**src/rtl/core/assert_macros.svh**
```systemverilog
// Assertion macros shared by the random generator RTL.
`ifndef ASSERT_MACROS_SVH
`define ASSERT_MACROS_SVH

// Implication or plain property checked at every rising clock edge outside reset.
`define MWC_ASSERT(lbl, prop) \
   lbl: assert property (@(posedge clock) disable iff (reset) (prop)) \
      else $error("mwc assertion failed");

// Condition that must never be true outside reset.
`define MWC_ASSERT_NEVER(lbl, cond) \
   lbl: assert property (@(posedge clock) disable iff (reset) !(cond)) \
      else $error("mwc forbidden condition seen");

`endif

```
**src/rtl/core/mwc_pkg.sv**
```systemverilog
// Shared types and constants of the multiply-with-carry random generator.
package mwc_pkg;

   localparam int unsigned WordWidth = 32;

   localparam logic [31:0] ScaleLimit = 32'h003F_FFFF;
   localparam logic [15:0] MultZ      = 16'd36969;
   localparam logic [15:0] MultW      = 16'd18000;
   localparam logic [31:0] SeedZ      = 32'd2;
   localparam logic [31:0] SeedW      = 32'd1;
   localparam logic [4:0]  MaxShift   = 5'd31;

   typedef enum logic [1:0] {
      CMD_RANGE = 2'd0,
      CMD_BITS  = 2'd1,
      CMD_SEED  = 2'd2
   } cmd_type;

   typedef enum logic [3:0] {
      ST_IDLE,
      ST_COUNT_DIV,
      ST_COUNT_WAIT,
      ST_ADVANCE,
      ST_SCALE_MUL,
      ST_SCALE_FIX,
      ST_MOD_DIV,
      ST_MOD_WAIT,
      ST_OFFSET_MUL,
      ST_FINISH
   } state_type;

   typedef enum logic {
      DIV_COUNT,
      DIV_MOD
   } div_sel_type;

   typedef enum logic {
      MUL_SCALE,
      MUL_OFFSET
   } mul_sel_type;

   // Commands from the controller to the datapath.
   typedef struct packed {
      logic        load_req;
      logic        seed_en;
      logic        div_start;
      div_sel_type div_sel;
      logic        count_load;
      logic        advance;
      logic        mul_en;
      mul_sel_type mul_sel;
      logic        scale_fix;
      logic        mod_load;
      logic        out_load;
   } ctrl_cmd_type;

   // Status from the datapath to the controller.
   typedef struct packed {
      logic div_busy;
      logic div_done;
      logic big_n;
      logic out_free;
   } dp_status_type;

endpackage

```
**src/rtl/core/mwc_div.sv**
```systemverilog
// Iterative restoring divider, one quotient bit per cycle.
module mwc_div import mwc_pkg::*; (
   input  logic                 clock,
   input  logic                 reset,
   input  logic                 start,
   input  logic [WordWidth-1:0] dividend,
   input  logic [WordWidth-1:0] divisor,
   output logic                 busy,
   output logic                 done,
   output logic [WordWidth-1:0] quotient,
   output logic [WordWidth-1:0] remainder
);

   localparam int unsigned CntWidth = $clog2(WordWidth);

   logic [WordWidth-1:0] rem_ff, rem_in;
   logic [WordWidth-1:0] quo_ff, quo_in;
   logic [WordWidth-1:0] dvs_ff, dvs_in;
   logic [CntWidth-1:0]  cnt_ff, cnt_in;
   logic                 busy_ff, busy_in;
   logic                 done_ff, done_in;
   logic [WordWidth:0]   shifted;
   logic [WordWidth+1:0] trial;

   always_comb begin
      shifted = {rem_ff, quo_ff[WordWidth-1]};
      trial   = {1'b0, shifted} - {2'b00, dvs_ff};
      rem_in  = rem_ff;
      quo_in  = quo_ff;
      dvs_in  = dvs_ff;
      cnt_in  = cnt_ff;
      busy_in = busy_ff;
      done_in = 1'b0;
      if (start) begin
         rem_in  = '0;
         quo_in  = dividend;
         dvs_in  = divisor;
         cnt_in  = CntWidth'(WordWidth - 1);
         busy_in = 1'b1;
      end else if (busy_ff) begin
         // Keep the trial difference when it did not go negative.
         if (trial[WordWidth+1]) begin
            rem_in = shifted[WordWidth-1:0];
            quo_in = {quo_ff[WordWidth-2:0], 1'b0};
         end else begin
            rem_in = trial[WordWidth-1:0];
            quo_in = {quo_ff[WordWidth-2:0], 1'b1};
         end
         cnt_in = cnt_ff - 1'b1;
         if (cnt_ff == '0) begin
            busy_in = 1'b0;
            done_in = 1'b1;
         end
      end
   end

   always_ff @(posedge clock) begin
      rem_ff <= rem_in;
      quo_ff <= quo_in;
      dvs_ff <= dvs_in;
      cnt_ff <= cnt_in;
      if (reset) begin
         busy_ff <= 1'b0;
         done_ff <= 1'b0;
      end else begin
         busy_ff <= busy_in;
         done_ff <= done_in;
      end
   end

   assign busy      = busy_ff;
   assign done      = done_ff;
   assign quotient  = quo_ff;
   assign remainder = rem_ff;

endmodule

```
**src/rtl/core/mwc_datapath.sv**
```systemverilog
// Generator state, operand registers, shared multiplier and divider.
`include "assert_macros.svh"
module mwc_datapath import mwc_pkg::*; (
   input  logic                 clock,
   input  logic                 reset,
   input  ctrl_cmd_type         cmd,
   output dp_status_type        status,
   input  logic [1:0]           req_cmd,
   input  logic [WordWidth-1:0] req_range_start,
   input  logic [WordWidth-1:0] req_range_stop,
   input  logic [WordWidth-1:0] req_range_step,
   input  logic [7:0]           req_bit_count,
   input  logic [WordWidth-1:0] req_seed_first,
   input  logic [WordWidth-1:0] req_seed_second,
   output logic                 rsp_valid,
   input  logic                 rsp_stall,
   output logic [WordWidth-1:0] rsp_random_value
);

   logic [WordWidth-1:0]   z_ff, z_in;
   logic [WordWidth-1:0]   w_ff, w_in;
   logic [WordWidth-1:0]   raw_ff, raw_in;
   logic [WordWidth-1:0]   start_ff, start_in;
   logic [WordWidth-1:0]   step_ff, step_in;
   logic [WordWidth-1:0]   diff_ff, diff_in;
   logic [WordWidth-1:0]   n_ff, n_in;
   logic [WordWidth-1:0]   scaled_ff, scaled_in;
   logic [2*WordWidth-1:0] prod_ff, prod_in;
   logic [WordWidth-1:0]   value_ff, value_in;
   logic                   rsp_valid_ff, rsp_valid_in;

   logic [WordWidth-1:0]   step_fix;
   logic [4:0]             shift;
   logic [7:0]             bits_m1;
   logic [WordWidth-1:0]   z_next, w_next;
   logic [WordWidth-1:0]   mul_a, mul_b;
   logic [2*WordWidth-1:0] fix_sum;
   logic [WordWidth-1:0]   div_dividend, div_divisor;
   logic [WordWidth-1:0]   div_quotient, div_remainder;
   logic                   div_busy, div_done;

   mwc_div u_div (
      .clock     (clock),
      .reset     (reset),
      .start     (cmd.div_start),
      .dividend  (div_dividend),
      .divisor   (div_divisor),
      .busy      (div_busy),
      .done      (div_done),
      .quotient  (div_quotient),
      .remainder (div_remainder)
   );

   always_comb begin
      step_fix = (req_range_step == '0) ? WordWidth'(1) : req_range_step;
      bits_m1  = (req_bit_count == 8'd0) ? 8'd0 : req_bit_count - 8'd1;
      shift    = (bits_m1 > 8'(MaxShift)) ? MaxShift : bits_m1[4:0];

      z_next = (32'(MultZ) * 32'(z_ff[15:0])) + 32'(z_ff[31:16]);
      w_next = (32'(MultW) * 32'(w_ff[15:0])) + 32'(w_ff[31:16]);

      mul_a = (cmd.mul_sel == MUL_SCALE) ? n_ff   : step_ff;
      mul_b = (cmd.mul_sel == MUL_SCALE) ? raw_ff : scaled_ff;

      // floor(p / 0xFFFFFFFF) for a product below 2^54.
      fix_sum = prod_ff + {{WordWidth{1'b0}}, prod_ff[2*WordWidth-1:WordWidth]}
                + (2*WordWidth)'(1);

      div_dividend = (cmd.div_sel == DIV_COUNT) ? diff_ff : raw_ff;
      div_divisor  = (cmd.div_sel == DIV_COUNT) ? step_ff : n_ff;

      z_in      = z_ff;
      w_in      = w_ff;
      raw_in    = raw_ff;
      start_in  = start_ff;
      step_in   = step_ff;
      diff_in   = diff_ff;
      n_in      = n_ff;
      scaled_in = scaled_ff;
      prod_in   = prod_ff;
      value_in  = value_ff;

      if (cmd.seed_en) begin
         w_in = (req_seed_first == '0)  ? SeedW : req_seed_first;
         z_in = (req_seed_second == '0) ? SeedZ : req_seed_second;
      end
      if (cmd.load_req) begin
         if (req_cmd == CMD_RANGE) begin
            start_in = req_range_start;
            step_in  = step_fix;
            diff_in  = req_range_stop - req_range_start + step_fix - WordWidth'(1);
         end else begin
            start_in = '0;
            step_in  = WordWidth'(1);
         end
         n_in = WordWidth'(1) << shift;
      end
      if (cmd.count_load) begin
         n_in = div_quotient;
      end
      if (cmd.advance) begin
         z_in   = z_next;
         w_in   = w_next;
         raw_in = {z_next[15:0], 16'h0000} + w_next;
      end
      if (cmd.mul_en) begin
         prod_in = (2*WordWidth)'(mul_a) * (2*WordWidth)'(mul_b);
      end
      if (cmd.scale_fix) begin
         scaled_in = fix_sum[2*WordWidth-1:WordWidth];
      end
      if (cmd.mod_load) begin
         scaled_in = div_remainder;
      end
      if (cmd.out_load) begin
         value_in = start_ff + prod_ff[WordWidth-1:0];
      end

      rsp_valid_in = rsp_valid_ff && rsp_stall;
      if (cmd.out_load) begin
         rsp_valid_in = 1'b1;
      end
   end

   always_ff @(posedge clock) begin
      raw_ff    <= raw_in;
      start_ff  <= start_in;
      step_ff   <= step_in;
      diff_ff   <= diff_in;
      n_ff      <= n_in;
      scaled_ff <= scaled_in;
      prod_ff   <= prod_in;
      value_ff  <= value_in;
      if (reset) begin
         z_ff         <= SeedZ;
         w_ff         <= SeedW;
         rsp_valid_ff <= 1'b0;
      end else begin
         z_ff         <= z_in;
         w_ff         <= w_in;
         rsp_valid_ff <= rsp_valid_in;
      end
   end

   assign status.div_busy = div_busy;
   assign status.div_done = div_done;
   assign status.big_n    = n_ff > ScaleLimit;
   assign status.out_free = !rsp_valid_ff || !rsp_stall;

   assign rsp_valid        = rsp_valid_ff;
   assign rsp_random_value = value_ff;

   // A multiply-with-carry half that starts nonzero can never reach zero.
   `MWC_ASSERT_NEVER(a_halves_nonzero, (z_ff == '0) || (w_ff == '0))
   // A stalled result stays offered and unchanged.
   `MWC_ASSERT(a_rsp_valid_holds, (rsp_valid && rsp_stall) |=> rsp_valid)
   `MWC_ASSERT(a_rsp_value_holds, (rsp_valid && rsp_stall) |=> $stable(rsp_random_value))

endmodule

```
**src/rtl/core/mwc_ctrl.sv**
```systemverilog
// Sequencing state machine of the random generator.
`include "assert_macros.svh"
module mwc_ctrl import mwc_pkg::*; (
   input  logic          clock,
   input  logic          reset,
   input  logic          req_valid,
   input  logic [1:0]    req_cmd,
   output logic          req_stall,
   input  dp_status_type status,
   output ctrl_cmd_type  cmd
);

   state_type state_ff, state_in;

   always_ff @(posedge clock) begin
      if (reset) begin
         state_ff <= ST_IDLE;
      end else begin
         state_ff <= state_in;
      end
   end

   always_comb begin
      state_in = state_ff;
      cmd      = '0;
      unique case (state_ff)
         ST_IDLE: begin
            if (req_valid) begin
               cmd.load_req = 1'b1;
               case (req_cmd)
                  CMD_RANGE: state_in = ST_COUNT_DIV;
                  CMD_BITS:  state_in = ST_ADVANCE;
                  CMD_SEED:  cmd.seed_en = 1'b1;
                  default:   state_in = ST_IDLE;
               endcase
            end
         end
         ST_COUNT_DIV: begin
            cmd.div_start = 1'b1;
            cmd.div_sel   = DIV_COUNT;
            state_in      = ST_COUNT_WAIT;
         end
         ST_COUNT_WAIT: begin
            if (status.div_done) begin
               cmd.count_load = 1'b1;
               state_in       = ST_ADVANCE;
            end
         end
         ST_ADVANCE: begin
            cmd.advance = 1'b1;
            state_in    = status.big_n ? ST_MOD_DIV : ST_SCALE_MUL;
         end
         ST_SCALE_MUL: begin
            cmd.mul_en  = 1'b1;
            cmd.mul_sel = MUL_SCALE;
            state_in    = ST_SCALE_FIX;
         end
         ST_SCALE_FIX: begin
            cmd.scale_fix = 1'b1;
            state_in      = ST_OFFSET_MUL;
         end
         ST_MOD_DIV: begin
            cmd.div_start = 1'b1;
            cmd.div_sel   = DIV_MOD;
            state_in      = ST_MOD_WAIT;
         end
         ST_MOD_WAIT: begin
            if (status.div_done) begin
               cmd.mod_load = 1'b1;
               state_in     = ST_OFFSET_MUL;
            end
         end
         ST_OFFSET_MUL: begin
            cmd.mul_en  = 1'b1;
            cmd.mul_sel = MUL_OFFSET;
            state_in    = ST_FINISH;
         end
         ST_FINISH: begin
            if (status.out_free) begin
               cmd.out_load = 1'b1;
               state_in     = ST_IDLE;
            end
         end
         default: state_in = ST_IDLE;
      endcase
   end

   assign req_stall = (state_ff != ST_IDLE);

   `MWC_ASSERT(a_div_start_idle, cmd.div_start |-> !status.div_busy)
   `MWC_ASSERT(a_out_load_free, cmd.out_load |-> status.out_free)
   `MWC_ASSERT(a_mod_path_big_n, (state_ff == ST_MOD_WAIT) |-> status.big_n)

endmodule

```
**src/rtl/core/mwc_bounded_random_generator.sv**
```systemverilog
// Top level of the multiply-with-carry bounded random generator.
//
// Usage: the request channel (req_valid, req_stall, req_ fields) takes one
// command per transfer. A range draw (req_cmd 0) returns one value in
// start + step * [0, count); a bit-count draw (req_cmd 1) returns one value
// below 2^min(31, bit_count - 1); a reseed (req_cmd 2) loads both halves and
// returns nothing; command 3 is dropped. Each draw produces one transfer on
// the response channel (rsp_valid, rsp_stall, rsp_random_value).
// A bit-count draw with a bound up to 0x3FFFFF scales the raw value on the
// shared multiplier; above it, the shared divider takes the raw value modulo
// the bound. A range draw first divides for the count and then does the same,
// scaling for a count up to 0x3FFFFF and dividing for one above it. The
// divider gives one quotient bit per cycle. req_stall is high from the
// transfer until the result has moved into the output register, and the next
// request is taken in the cycle after. A reseed completes in the cycle of its
// transfer.
// Reset loads the halves with 2 (z) and 1 (w) and empties the output register.
// While the receiver stalls, the result stays in the output register and the
// block may still accept and process the next request, holding its result
// back until the output register is free.
module mwc_bounded_random_generator import mwc_pkg::*; (
   input  logic                 clock,
   input  logic                 reset,
   input  logic                 req_valid,
   output logic                 req_stall,
   input  logic [1:0]           req_cmd,
   input  logic [WordWidth-1:0] req_range_start,
   input  logic [WordWidth-1:0] req_range_stop,
   input  logic [WordWidth-1:0] req_range_step,
   input  logic [7:0]           req_bit_count,
   input  logic [WordWidth-1:0] req_seed_first,
   input  logic [WordWidth-1:0] req_seed_second,
   output logic                 rsp_valid,
   input  logic                 rsp_stall,
   output logic [WordWidth-1:0] rsp_random_value
);

   // Commands and status between the sequencer and the datapath.
   ctrl_cmd_type  ctrl_cmd;
   dp_status_type dp_status;

   // The controller decodes each accepted request and walks the datapath
   // through count division, generator advance, scaling or modulo division, and offset.
   mwc_ctrl u_ctrl (
      .clock     (clock),
      .reset     (reset),
      .req_valid (req_valid),
      .req_cmd   (req_cmd),
      .req_stall (req_stall),
      .status    (dp_status),
      .cmd       (ctrl_cmd)
   );

   // The datapath holds the generator halves, the operands, the shared
   // multiplier and divider, and the response output register.
   mwc_datapath u_datapath (
      .clock            (clock),
      .reset            (reset),
      .cmd              (ctrl_cmd),
      .status           (dp_status),
      .req_cmd          (req_cmd),
      .req_range_start  (req_range_start),
      .req_range_stop   (req_range_stop),
      .req_range_step   (req_range_step),
      .req_bit_count    (req_bit_count),
      .req_seed_first   (req_seed_first),
      .req_seed_second  (req_seed_second),
      .rsp_valid        (rsp_valid),
      .rsp_stall        (rsp_stall),
      .rsp_random_value (rsp_random_value)
   );

endmodule
```
**config.mk**
```make
export PLATFORM = sky130hd
export DESIGN_NAME = mwc_bounded_random_generator
export DESIGN_NICKNAME = d
export VERILOG_FILES = /design/src/rtl/core/mwc_pkg.sv /design/src/rtl/core/mwc_div.sv /design/src/rtl/core/mwc_datapath.sv /design/src/rtl/core/mwc_ctrl.sv /design/src/rtl/core/mwc_bounded_random_generator.sv
export VERILOG_INCLUDE_DIRS = /design/src /design/src/rtl/core
export SDC_FILE = /design/constraint.sdc
export NUM_CORES = 2
export LEC_CHECK = 0
export BUFFER_PORTS_ARGS = -buffer_cell sky130_fd_sc_hd__buf_2
export CORE_UTILIZATION = 50
export DETAILED_ROUTE_END_ITERATION = 8
export PLACE_DENSITY = 0.76
export SLEW_MARGIN = 10
export SYNTH_ARGS = -nofsm -noshare
export SYNTH_HDL_FRONTEND = slang
export SYNTH_SLANG_ARGS = --single-unit
```
**constraint.sdc**
```tcl
create_clock -name clock -period 11.3 [get_ports clock]
set_input_delay 0 -clock clock [delete_from_list [all_inputs] [get_ports clock]]
set_output_delay 0 -clock clock [all_outputs]
set_load 0.05 [all_outputs]
```
# Word level (Yosys, flattened, before mapping)
# Index checks and enable logic that the tools add are counted.
totals:
  register_bits: 460
  inputBits: 174
  output_inout_bits: 34
  elab_cells: 117
classes:
  addsub: 12
  mul: 3
  order_cmp: 2
  eq_ne: 16
  shifts: 1
  mux: 45
  n_bitwise: 1
  n_reduce_logical: 19
ops:
  columns: ["cell", "n"]
  rows:
  - ["2-to-1 mux 32 bit", 18]
  - ["adder 32 bit", 3]
  - ["zero test 32 bit", 3]
  - ["adder 64 x 1 -> 64 bit, second input constant", 1]
  - ["adder 64 x 32 -> 64 bit", 1]
  - ["multiplier 32 x 32 -> 64 bit", 1]
  - ["case mux 4 bit (10 select lines)", 1]
  - ["subtractor 33 x 32 -> 34 bit", 1]
  - ["adder 31 x 16 -> 32 bit", 1]
  - ["adder 32 x 16 -> 32 bit", 1]
  - ["greater-than comparator 32 x 22 -> 1 bit, second input constant", 1]
  - ["multiplier 16 x 16 -> 32 bit, first input constant", 1]
  - ["<< shifter 1 x 5 -> 32 bit, first input constant", 1]
  - ["subtractor 32 x 1 -> 32 bit, second input constant", 1]
  - ["subtractor 32 bit", 1]
  - ["multiplier 11 x 16 -> 27 bit, first input constant", 1]
  - ["equality test 4 x 3 -> 1 bit, second input constant", 4]
  - ["2-to-1 mux 4 bit", 4]
  - ["2-to-1 mux 1 bit", 14]
  - ["case mux 4 bit (3 select lines)", 1]
  - ["equality test 4 x 2 -> 1 bit, second input constant", 2]
  - ["equality test 4 bit, second input constant", 2]
  - ["greater-than comparator 8 x 5 -> 1 bit, second input constant", 1]
  - ["zero test 8 bit", 1]
  - ["23 further kinds", 33]

# Depth between registers and ports, before layout
depth:
  word_depth: 7
  ltp_mapped: 35
  ltp_nobuf: 31

# Hierarchy
# Synthesis repeated with hierarchy kept, for this count alone.
unflattened:
  hier_cells: 6972
  hier_area_um2: 66443.7
by_module_without_submodules:
  columns: ["module", "instances", "cells_each", "area_per_inst_um2", "seq_area_each_um2"]
  rows:
  - ["mwc_datapath", 1, 6339, 60076.4, 9949.5]
  - ["mwc_div", 1, 575, 5941.9, 2702.6]
  - ["mwc_ctrl", 1, 58, 425.4, 80.1]

# Least setup slack after synthesis
# OpenSTA, ideal clock, no wires.
synth_timing:
  path_kind: "reg2reg"
  startpoint: "reg u_ctrl.state_ff[3]"
  endpoint: "reg u_datapath.prod_ff[61] (data pin)"
  setup_time_ps: 207
  arrival_time_ps: 9048
  required_ps: 11093
  setup_slack_ps: 2045
  path_stages_with_launch: 33
  n_path_buf: 6
  period_less_slack_ps: 9255
  cell_sequence: "dfxtp_1 > clkbuf_1 > nor4b_1 > clkbuf_1 > buf_2 > buf_1 > mux2i_1 > clkbuf_1 > nor2_1 > fa_1 > inv_1 > fa_1 > fa_1 > fa_1 > inv_1 > fa_1 > inv_1 > fa_1 > inv_1 > fa_1 > fa_1 > ha_1 > clkbuf_1 > a21oi_1 > o221a_2 > o221ai_1 > or4_1 > o211ai_1 > nand2_1 > a22oi_1 > o221ai_1 > and3_1 > a2111oi_0"
synth_between:
  elab_chain_cells: 4
  word_cells_on_any_way: 6
  cone_classes: "mul: 1; eq/ne: 2; mux: 3"
synth_rtl:
  columns: ["element", "line", "text"]
  rows:
  - ["from (decl)", "mwc_ctrl.sv:13", "state_type state_ff, state_in;"]
  - ["from (signal assigned)", "mwc_ctrl.sv:19", "state_ff <= state_in;"]
  - ["equality test 4 bit / equality test 4 x 3 -> 1 bit (equally long branches)", "mwc_ctrl.sv:26", "unique case (state_ff)"]
  - ["case mux 2 bit (2 select lines) (*)", "mwc_ctrl.sv:26", null]
  - ["2-to-1 mux 32 bit (on tied branches)", "mwc_datapath.sv:62, mwc_datapath.sv:63", null]
  - ["multiplier 32 x 32 -> 64 bit (*)", "mwc_datapath.sv:107", "prod_in = (2*WordWidth)'(mul_a) * (2*WordWidth)'(mul_b);"]
  - ["to (signal assigned)", "mwc_datapath.sv:132", "prod_ff <= prod_in;"]
  - ["to (decl)", "mwc_datapath.sv:28", "logic [2*WordWidth-1:0] prod_ff, prod_in;"]
# Mark *: on every way between the ends. The rest lies on a longest branch, timed or not.
# A chain may end at the register's enable or synchronous reset.

# Worst setup path after layout
layout_timing:
  startpoint: "reg u_ctrl.state_ff[3]"
  endpoint: "reg u_datapath.prod_ff[62] (data pin)"
# The elaborated chain is that of the path after synthesis.

==> results.md <==
- Bufs on Longest Clock Path: 3
- Clock Root Buffer: clkbuf_16
- Synth unique cells: 85
- Final min period: 10.61 ns
- Most used flip-flop cell after synthesis: edfxtp_1
- Worst Path Arrival: 10.99 ns
- GP Congestion: 1.05
- Yosys top cell area share: 0.309
- Largest net degree at the start of global routing: 97
- Vias in the first global route: 55700
- Slew Limit Fails: 0
- Total wire length: 215000 um
- Max_cap viols: 0
- Post-Syn Area per Cell: 9.35 sq um
- CTS tree: built
- # nets final: 9142
- Chip Height: 366 um
- Detailed-route DRC error count: 0
- Ys async rst share: 0
- GRT Overall Usage: 0.327
- Top cell type by total area after synthesis: fa_1
- Critical-path maximum fanout: 74
- Share of cells above drive strength 1: 0.0802
- Core Area: 131000 sq um
- Sequential area share after synthesis: 0.193
- Period utilisation layout: 0.939
- Worst-Skew Late Latency: 0.63 ns
- Number of CTS-inserted buffers: 47
- Starting Density: 0.503
- RSZ-0062 raised after global routing: false
- Worst-path clk slew: 0.07 ns
- Syn nets: 8915
- ANT nets after route: 0
- HPWL Detailed: 171000 um
- Vias per inst: 5.92
- Initial DRC Count: 6082
- IO buf count: 207
- Post-CTS Setup Inserts: 0
- Crit end category: flop
- Initial antenna violation count: 9
- Req. time, crit path: 11.68 ns
- Most instantiated cells after synthesis: inv_1, fa_1, nor2_1
- Core Rows: 133
- Count leader, synth: inv_1
- Worst setup path class: flop to flop
- Final setup violation count: 0
- Setup Skew: 0.0267 ns
- Die Wd: 366 um
- Final hold viol count: 0
- Via count: 53800
- Leading cell types by total area after synthesis: fa_1, edfxtp_1, ha_1, inv_1, nor2_1
- HP Class: input pin to flop
- Post-synth EDFFs: 352
- # IOs: 208
- Status: completed
- Highest clock rate: 94.2 MHz
- Yosys reg bits: 460
- DRT Pass-1 Iters: 8
- First-pass GRT wire length: 328000 um
- Area grow syn2layout: 9.58%
- Detail-routed net length per standard cell: 23.7 um
- CP Launch Type: flop
- H-Tree Depth: 2
- Worst slew margin: 0.108
- Mapped Cells: 7064
- Total gr overflow: 0
- Setup TNS: 0 ns
- Num Clock Sinks: 460
- Die area: 134000 sq um
- Synth warn: 0
- Slew @ Worst Pin: 1.30 ns
- Reg2reg setup slack: 0.69 ns
- Mapped cell area: 66100 sq um
through the flow:
| step | worst slack (ns) | hold slack [ns] | cell area [sq um] | std cells | utilization |
|---|---|---|---|---|---|
| after floorplan | 2.05 | 0.140 | 66100 | 7064 | - |
| after global placement | 1.18 | 0.272 | 69400 | 8864 | 0.528 |
| after detailed placement | 0.994 | 0.277 | 69400 | 8864 | 0.528 |
| after CTS | 0.929 | 0.00267 | 72400 | 9083 | 0.551 |
| after global routing | 0.420 | 0.0391 | 72400 | 9084 | 0.551 |
| final | 0.688 | 0.0370 | 72400 | 9086 | 0.551 |
state kept, by name (all words and copies together), names as in the netlist, 4 cells and up:
signal                       cells
u_datapath.scaled_ff            32
u_datapath.n_ff                 32
u_datapath.start_ff             32
u_datapath.raw_ff               32
u_datapath.w_ff                 32
u_datapath.u_div.quotient       32
u_datapath.u_div.cnt_ff          5
u_ctrl.state_ff                  4
u_datapath.z_ff                 32
u_datapath.u_div.dvs_ff         32
u_datapath.step_ff              32
u_datapath.prod_ff              64
u_datapath.rsp_random_value     32
u_datapath.diff_ff              32
u_datapath.u_div.remainder      32
worst max-delay path, stage by stage, from the launching register on:
cell	delay (ns)
dfxtp_1	0.60
nor4b_2	0.40
buf_12	0.45
buf_4	0.34
mux2i_2	0.85
buf_4	0.35
nor2_1	0.10
fa_1	0.55
inv_1	0.05
fa_1	0.48
fa_1	0.52
fa_1	0.52
inv_1	0.06
fa_1	0.57
fa_1	0.47
fa_1	0.61
fa_1	0.44
ha_1	0.42
nand2_1	0.14
nor2_1	0.26
nand2_1	0.20
nor2_1	0.21
o211a_1	0.25
nor3_1	0.15
o21a_1	0.26
o21ai_0	0.64
nor4b_1	0.13
a311o_1	0.31
cells in the final DEF (no fill, tap or decap), drive strengths merged, types with 92 or more instances in the layout:
master / instances
mux2i: 105
a21oi: 292
mux2: 99
nor2: 820
inv: 1275
nand2: 715
edfxtp: 352
dlygate4sd3: 133
xnor2: 155
dfxtp: 108
a21o: 92
fa: 1019
buf: 310
o21ai: 242
ha: 658
layout make-up:
cell class                      instances  area [sq um]
Multi-Input combinational cell       5072         47900
Timing Repair Buffer                  443          3150
Clock inverter                         27           377
Fill cell                           11300         58900
Inverter                             1267          4760
Sequential cell                       460         12700
Clock buffer                           59          1300
Antenna cell                            3          7.51
Tap cell                             1755          2200
final timing paths:
path                                          start                      to  depth (start not counted)
worst min register to register  u_datapath.w_ff[17]    u_datapath.raw_ff[1]                          0
worst max register to register   u_ctrl.state_ff[3]  u_datapath.prod_ff[62]                         27
worst min-delay path                          reset     u_datapath.z_ff[15]                          3
worst max-delay path             u_ctrl.state_ff[3]  u_datapath.prod_ff[62]                         27
kinds of logic after synthesis:
logic type,synth area share
muxes,0.0328
xor gates and xnor gates,0.0315
DFF,0.193
buffers and inverters,0.0872
adders and majority gates,0.433
AOI/OAI and AO/OA,0.0949
and+or+nand+nor,0.128
layer usage:
layer,track usage,vias to the layer above,routed length (um),share of wire
met2,0.512,3141,95600,0.44
met3,0.0922,755,25700,0.12
li1,-,23300,-,-
met4,0.182,14,14400,0.067
met5,0,-,87,0.00040
met1,0.407,26600,79500,0.37
timing repair:
item                                   in CTS  in global routing
endpoints found under the hold margin     134                  0
gates resized for setup                     0                  0
hold buffers                              133                  0
Power is not shown: default switching activity piles up to over one toggle a cycle in this logic, so the estimate is an artifact.
